[src/rtl/wmf_pkg.sv]
// Shared constants and the pixel type for the window median filter.
// No dependencies.
package wmf_pkg;
    localparam int MaxImageWidth = 1024;
    localparam int MaxWinH       = 7;
    localparam int MaxWinW       = 7;
    localparam int LsRows        = (MaxWinH > 1) ? MaxWinH - 1 : 1;
    localparam int ColW          = $clog2(MaxImageWidth);
    localparam int RowW          = 12;
    localparam int WinCells      = MaxWinH * MaxWinW;
    localparam int CntW          = $clog2(WinCells + 1);

    localparam logic [2:0] REG_IMAGE_WIDTH   = 3'd0;
    localparam logic [2:0] REG_IMAGE_HEIGHT  = 3'd1;
    localparam logic [2:0] REG_WINDOW_WIDTH  = 3'd2;
    localparam logic [2:0] REG_WINDOW_HEIGHT = 3'd3;
    localparam logic [2:0] REG_CENTER_COL    = 3'd4;
    localparam logic [2:0] REG_CENTER_ROW    = 3'd5;

    typedef logic [7:0] pix_t;
endpackage

[src/rtl/wmf_rank_cell.sv]
// One cell of the rank chain: holds one window pixel, counts how many
// pixels of the window rank below it. Depends on wmf_pkg.
module wmf_rank_cell (
    input  logic                  clk,
    input  logic                  load,
    input  logic                  step,
    input  wmf_pkg::pix_t         load_val,
    input  logic                  load_act,
    input  wmf_pkg::pix_t         probe_val,
    input  logic                  probe_act,
    input  logic [5:0]            probe_idx,
    input  logic [5:0]            my_idx,
    output wmf_pkg::pix_t         val,
    output logic                  act,
    output logic [wmf_pkg::CntW-1:0] rank
);
    import wmf_pkg::*;
    pix_t val_reg;
    logic act_reg;
    logic [CntW-1:0] rank_reg;
    logic below;

    // Stable order: ties broken by index so ranks are a permutation.
    assign below = probe_act && ((probe_val < val_reg) ||
                   ((probe_val == val_reg) && (probe_idx < my_idx)));

    always_ff @(posedge clk)
    begin
        if (load)
        begin
            val_reg  <= load_val;
            act_reg  <= load_act;
            rank_reg <= '0;
        end
        else if (step && below)
        begin
            rank_reg <= rank_reg + 1'b1;
        end
    end

    assign val  = val_reg;
    assign act  = act_reg;
    assign rank = rank_reg;
endmodule
[config.mk]
export PLATFORM = sky130hd
export DESIGN_NAME = wmf_rank_cell
export DESIGN_NICKNAME = d
export VERILOG_FILES = /design/src/rtl/wmf_pkg.sv /design/src/rtl/wmf_rank_cell.sv
export SDC_FILE = /design/constraint.sdc
export NUM_CORES = 1
export LEC_CHECK = 0
export ABC_AREA = 1
export ABC_CLOCK_PERIOD_IN_PS = 3200
export BUFFER_PORTS_ARGS = -buffer_cell sky130_fd_sc_hd__buf_4
export CAP_MARGIN = 20
export CELL_PAD_IN_SITES_DETAIL_PLACEMENT = 2
export CELL_PAD_IN_SITES_GLOBAL_PLACEMENT = 2
export CORE_MARGIN = 2
export CORE_UTILIZATION = 26
export DETAILED_ROUTE_END_ITERATION = 6
export PLACE_DENSITY_LB_ADDON = 0.25
export SYNTH_ARGS = -nofsm -noshare
export SYNTH_HDL_FRONTEND = slang
export SYNTH_SLANG_ARGS = --single-unit
[constraint.sdc]
create_clock -name clk -period 3.2 [get_ports clk]
set_input_delay 0.16 -clock clk [delete_from_list [all_inputs] [get_ports clk]]
set_output_delay 0.16 -clock clk [all_outputs]
set_load 0.05 [all_outputs]
; ---- Word level (Yosys, flattened, before mapping)
; Index checks and enable logic that the tools add are counted.
[op_classes]
add_sub_neg = 1
magnitude_cmp = 2
reduce_logical = 4
n_eq_ne = 1
[ops]
columns = op, count
row1 = $eq A8 B8 Y1, 1
row2 = $lt A8 B8 Y1, 1
row3 = $add A6 B1 Y6 const B, 1
row4 = $lt A6 B6 Y1, 1
row5 = $logic_and A1 B1 Y1, 3
row6 = $logic_or A1 B1 Y1, 1
[totals]
regBits = 15
in_bits = 33
output_inout_bits = 15

; ---- Depth between registers and ports, before layout
; Gate-level depths: netlist of the first run.
[logic_depth]
depth_word = 5
mapped_depth = 14
mapped_depth_nobuf = 14

; ---- Worst setup path after synthesis of the first run
; No wires, ideal clock.
[synth_timing]
path_type = reg2reg
start = register val_reg[7], in the netlist val[7]
end = register rank_reg[0], in the netlist rank[0]
arrival_ns = 1.680
setup_time_ns = 0.110
path_slack_ns = 1.410
n_path_buf = 0
stages_incl_launch_ff = 12
path_cell_list = edfxtp_1 inv_1 ha_1 nand2_1 inv_1 nand2_2 nor2_2 nand3_2 nand2_4 nand4_1 nand2_1 nor2_1
[synth_between]
elab_chain_len = 5
word_cells_on_any_way = 6
classes_between = order compare: 1 / eq/ne: 1 / reduce/logical: 4
[synth_rtl]
columns = element, line
row1 = start: declaration, wmf_rank_cell.sv:18  ; pix_t val_reg;
row2 = start signal: assignment, wmf_rank_cell.sv:31  ; val_reg <= load_val;
row3 = "parallel branches: the longest is 2 deep, another holds $lt A8 B8 Y1", n/a
row4 = $logic_or A1 B1 Y1 *, wmf_rank_cell.sv:24  ; assign below = probe_act && ((probe_val < val_reg) ||
row5 = $logic_and A1 B1 Y1 *, wmf_rank_cell.sv:24
row6 = $logic_and A1 B1 Y1 *, wmf_rank_cell.sv:35  ; else if (step && below)
row7 = end signal: assignment, wmf_rank_cell.sv:37  ; rank_reg <= rank_reg + 1'b1;
row8 = end: declaration, wmf_rank_cell.sv:20  ; logic [CntW-1:0] rank_reg;
; Mark *: on every way between the ends.
; A chain may end at the register's enable or synchronous reset.

; ---- Worst setup path in the final report of the first run
[layout_timing]
start = register val_reg[7], in the netlist val[7]
end = register rank_reg[5], in the netlist rank[5]
; Same word-level chain as after synthesis.

==> results of run 1 <==
==> metrics by stage <==
stage / worst slack, ns / std cells / cell area, µm² / utilization, % / total power [mW]
after floorplan: 1.410 / 134 / 1035 / - / 0.3364
after global placement: 1.674 / 228 / 1440 / 38.47 / 0.4004
after detailed placement: 1.585 / 228 / 1440 / 38.47 / 0.4115
after CTS: 1.524 / 232 / 1486 / 39.71 / 0.5762
after global routing: 1.363 / 232 / 1486 / 39.71 / 0.5958
final: 1.556 / 232 / 1486 / 39.71 / 0.5628
==> per-layer routing <==
metal	wire [µm]	part of all wire, %
met2	1774	57
met3	152	4.9
met1	1148	37
met4	12	0.39
met5	0	0
==> power breakdown <==
group / switching [mW] / internal, mW / total [mW]
sequential: 0.00864 / 0.218 / 0.227
combinational: 0.107 / 0.0697 / 0.177
clock: 0.0727 / 0.0863 / 0.159
==> worst paths after layout <==
kind,startpoint,endpoint,depth (start not counted)
setup reg to reg,val[7],rank[5],10
hold reg to reg,rank[5],rank[5],4
hold / removal,load_val[6],val[6],1
setup / recovery,val[7],rank[5],10
==> cells in the mapped netlist, drive strengths merged <==
library cell  count
a21o              1
a21oi             3
buf               1
dfxtp             6
edfxtp            9
ha               14
inv              39
nand2            35
nand3             5
nand4             8
nor2             11
nor3              1
xnor2             1
==> cell families (layout without fill, tap and decap cells) <==
kind of cell	Yosys count	after routing	synth area share, %
and+or+nand+nor	60	60	27.33
buffers and inverters	40	90	14.87
DFF	15	15	37.73
adders and majority gates	14	14	16.93
AOI/OAI and AO/OA	4	4	2.297
xor gates and xnor gates	1	1	0.8466
==> cells in the final DEF (no fill, tap or decap), types with 3 or more instances in the layout <==
master	Yosys	routed
buf_4	1	47
inv_1	39	39
nand2_1	33	33
ha_1	14	14
nor2_1	10	10
edfxtp_1	9	9
nand4_1	8	8
dfxtp_1	6	6
a21oi_1	3	3
nand3_1	3	3
clkbuf_8	0	3
==> area by class of cell <==
| cell class | count | area [µm²] | area share [%] |
|---|---|---|---|
| Sequential cell | 15 | 390.4 | 26.26 |
| Clock buffer | 3 | 41.29 | 2.778 |
| Clock inverter | 1 | 5.005 | 0.3367 |
| Inverter | 39 | 146.4 | 9.848 |
| Timing Repair Buffer | 47 | 352.8 | 23.74 |
| Multi-Input combinational cell | 79 | 490.5 | 33.00 |
| Tap cell | 48 | 60.06 | 4.040 |
==> out/qor.yml, run 1 <==
start_kind: "flip-flop"
cp_cell_sequence: "inv_1, ha_1, a21o_2, nor2_1, nand2_1, nand2_4, nand3_1, nand2_1, inv_1, nor2_1"
ios: 48
row_count: 22
vias: 1015
core-area_um2: 3744
drtAntennaViolNets: 0
fmax_mhz: 608.2
power_density_nw_per_um2: 378.6
n_antenna_cell: 0
cellLeakagePower_nw: 0.8199
grt_first_pass_wirelength_um: 4981
grt_util_all_layers_pct: 14.80
first_iter_violations: 11
hold_class: "input port to flip-flop"
cap_violations: 0
mappedNetlistNets: 181
relSlewSlack_pct: 81.30
end_kind: "flip-flop"
final_nets: 232
fp.dieArea_um2: 4500
dr.pass1.iters: 4
regToRegSetupSlack_ns: 1.56
crit_buf_inv: 2
path_max_fanout: 10
clk_pin_slew_ns: 0.07
wirelength_um: 3087
largest_reg_flops: 8
maxSlewViolCount: 0
crit_path_max_incr_delay_ns: 0.39
timing.final.crit_share_pct: 51.39
die_height_um: 67.09
slowest_stage: "edfxtp_1"
synth_cells: 134
start_util_pct: 27.64
areaGrowthSynthToFinish_pct: 43.65
clk-insertion-delay-late_ns: 0.25
seq_area_frac_synth_pct: 37.73
use_met3_pct: 2.703
yosysTopAreaCellShare_pct: 26.12
vdd_drop_max_mv: 0.1713
hold_viol_final: 0
postCtsHoldBufs: 0
drc: 0
cts_buffers: 3
die_width_um: 67.09
grt_max_degree: 11
drive_above_1_share_pct: 30.98
fin_setup_tns_ns: 0
ys.warnings.count: 0
worst_pin_slew_ns: 0.2783
synth_area_um2: 1035
ys_seq_elements: 15
met2_usage_pct: 30.69
setup_viol: 0
place_congestion: 0.7483
yosysTopAreaCell: "edfxtp_1"
num-fill-cells: 465
cts_resized: 0
synth.area.top_cells: "edfxtp_1 26%, ha_1 17%, inv_1 14%"
avgViaCountPerCell: 4.375
synth_cell_types: 18
grt_overflow_total: 0
rsz0062_at_grt: "false"
wl_per_cell_um: 13.31
avgSynthCellArea_um2: 7.722
cts_tree: "yes"
hold_slack_ns: 0.08248
critPathTopFamily: "simple AND/OR/NAND/NOR gates"
cts-root-buf: "clkbuf_8"
clockBufferDepth: 2
min_period_ns: 1.644
cp.arrival_ns: 1.83
cts_setup_buffers: 0
grt_use_met1_pct: 15.10
clock_sinks: 15
fin_skew_ns: 0.001201
gr-max-usage-layer: "met2"
outcome: "complete, no violations"
portBuffers: 47
cp.required_ns: 3.39
antenna_found_initial: 0
critPathKind: "flip-flop to flip-flop"
place_hpwl_um: 2594
h-tree-depth: 1
grt_pass1_vias: 1118
(Power assumes the default switching activity.)
==> run 2: changes to the inputs <==
Settings changed: ABC_CLOCK_PERIOD_IN_PS 3200 to 1600, CORE_UTILIZATION 26 to 24.
Clock period 3.2 ns to 1.6 ns, I/O delays scaled along.
==> out/qor.yml, run 2 (synthesized netlist as in run 1, its figures left out) <==
outcome: "finished, violations left"
violations: "negative setup slack"
worst-r2r-cell-count: 12  # +2
place_congestion: 0.7591  # +1.4%
clk-insertion-delay-late_ns: 0.25  # about the same
hold_end: "val[3]"
combPwrFrac_pct: 35.5  # +4.0 points
clk_pin_slew_ns: 0.07  # about the same
areaGrowthSynthToFinish_pct: 65.05
grt_max_degree: 11  # unchanged
crit_buf_inv: 3  # +1
first_iter_violations: 22  # +11
dr.pass1.iters: 2  # -2
fin_skew_ns: 0.003610  # +0.002409 ns
min_path_cells: 1  # unchanged
rsz0062_at_grt: "true"
die_height_um: 69.66  # +3.8%
relSlewSlack_pct: 78.38  # -2.9 points
stdcell_area_um2: 1708  # +15%
r2r_end: "rank[5]"
timing.final.crit_share_pct: 100.0  # +49 points
cts_tree: "yes"
fp.dieArea_um2: 4853  # +7.8%
fmax_mhz: 624.8  # +2.7%
rr_startpoint: "val[4]"
drtAntennaViolNets: 0  # unchanged
n_antenna_cell: 0  # unchanged
critPathKind: "flip-flop to flip-flop"
pwr-share-seq_pct: 37.6  # -2.7 points
place_hpwl_um: 2523  # -2.7%
portBuffers: 47  # unchanged
die_width_um: 69.66  # +3.8%
worst_pin_slew_ns: 0.3219  # +0.04357 ns
dp_slack_ns: -0.06328  # -1.649 ns
cp.arrival_ns: 1.79  # -0.04 ns
vdd_drop_max_mv: 0.3539  # +110%
final_core_util_pct: 41.79  # +2.1 points
p_clk_share_pct: 27.0  # -1.3 points
start_kind: "flip-flop"
crit_path_max_incr_delay_ns: 0.35  # -0.04 ns
cp.required_ns: 1.79  # -1.60 ns
avgViaCountPerCell: 4.382  # +0.15%
maxSlewViolCount: 0  # unchanged
power.switching_mw: 0.4159  # +120%
post_dp_cell_area_um2: 1443  # +0.17%
ios: 48  # unchanged
critPathTopFamily: "simple AND/OR/NAND/NOR gates"
antenna_found_initial: 0  # unchanged
clock_sinks: 15  # unchanged
core-area_um2: 4086  # +9.2%
regToRegSetupSlack_ns: -0.0004  # -1.56 ns
path_max_fanout: 5  # -5
min_period_ns: 1.600  # -0.04393 ns
worst_slack_ns: -0.0004040  # -1.556 ns
wl_per_cell_um: 13.61  # +2.3%
cts-root-buf: "clkbuf_8"
h-tree-depth: 1  # unchanged
hold_viol_final: 0  # unchanged
hold_class: "input port to flip-flop"
cellLeakagePower_nw: 0.8869  # +8.2%
end_kind: "flip-flop"
cts_buffers: 3  # unchanged
slowest_stage: "edfxtp_1"
p_int_mw: 0.7941  # +110%
cp_cell_sequence: "inv_1, ha_1, nand2_1, inv_2, nand2_2, nor2_2, nand3_2, nand2_4, nand3_2, nand2_1, inv_1, nor2_1"
drc: 0  # unchanged
setup_viol: 1  # +1
largest_reg_flops: 8  # unchanged
vias: 1091  # +7.5%
mostFrequentLayoutCell: "buf_4"
grt_first_pass_wirelength_um: 5326  # +6.9%
hold_start: "load_val[3]"
power.switching_fraction_pct: 34.37  # +0.85 points
drive_above_1_share_pct: 42.21  # +11 points
cap_violations: 0  # unchanged
layout_common_cells: "53 x buf_4, 33 x inv_1, 28 x nand2_1, 10 x ha_1, 9 x edfxtp_1"
grt_overflow_total: 0  # unchanged
start_util_pct: 25.32  # -2.3 points
grt_util_all_layers_pct: 13.53  # -1.3 points
power_density_nw_per_um2: 708.5  # +87%
grt_pass1_vias: 1162  # +3.9%
row_count: 23  # +4.5%
wirelength_um: 3389  # +9.8%
final_nets: 247  # +6.5%
clockBufferDepth: 2  # unchanged
[run 2: changes by cell type in the layout (fill, tap and decap cells not counted), sizes merged]
cell / delta
dlygate4sd3: +8
nand2: +1
buf: +6
[run 2: per-layer routing]
layer	wire [µm]	GRT usage (%)	vias to the layer above
met4	19	2.564	0
met2	1922	25.85	26
met1	1296	14.79	519
li1	-	-	544
met3	151	3.924	2
met5	0	0	-
[run 2: worst max path at each step]
stage               startpoint  slack (ns)  cells past startpoint  endpoint
floorplan               val[7]       -0.19                     11   rank[0]
global placement        val[7]        0.05                     12   rank[5]
detailed placement      val[7]       -0.06                     12   rank[4]
CTS                     val[1]       0.004                     13   rank[4]
global route            val[5]       -0.17                     12   rank[5]
finish                  val[4]     -0.0004                     12   rank[5]
[run 2: repair_timing]
item | in CTS | in global routing
pin swaps | 4 | 14
endpoints found under the setup margin | 6 | 6
gates cloned | 1 | 0
resized for setup | 7 | 14
endpoints found under the hold margin | 4 | 4
hold buffers | 4 | 4
buffers inserted | 2 | 4
[run 2: final cells by class]
type	instances	area [µm²]
clock inverter	1	5.005
sequential	15	390.4
clock buffer	3	41.29
tap	50	62.56
multi-input combinational	80	584.3
timing repair buffer	61	478.0
fill	483	2379
inverter	39	146.4
[run 2: metrics by stage]
step | hold WS [ns] | power (mW) | std cells | setup TNS [ns]
2_1_floorplan | 0.1789 | 0.6728 | 134 | -1.113
3_3_place_gp | 0.2583 | 0.8034 | 230 | 0
3_5_place_dp | 0.2610 | 0.8182 | 230 | -0.1993
4_1_cts | 0.0001427 | 1.180 | 241 | 0
5_1_grt | 0.0007734 | 1.282 | 249 | -0.8340
6_report | 0.006840 | 1.210 | 249 | -0.0004040
[run 2: power by group through the flow]
stage / logic (mW) / registers [mW] / clock network, mW
finish: 0.429 / 0.455 / 0.326
floorplan: 0.127 / 0.546 / 0
global route: 0.474 / 0.458 / 0.349
global placement: 0.342 / 0.461 / 0
CTS: 0.388 / 0.454 / 0.338
detailed placement: 0.354 / 0.464 / 0
[run 2: worst reg2reg max path: stages (launching register included)]
cell,delay (ns)
edfxtp_1,0.35
inv_1,0.05
ha_1,0.28
nand2_1,0.07
inv_2,0.06
nand2_2,0.06
nor2_2,0.12
nand3_2,0.12
nand2_4,0.15
nand3_2,0.08
nand2_1,0.08
inv_1,0.04
nor2_1,0.07
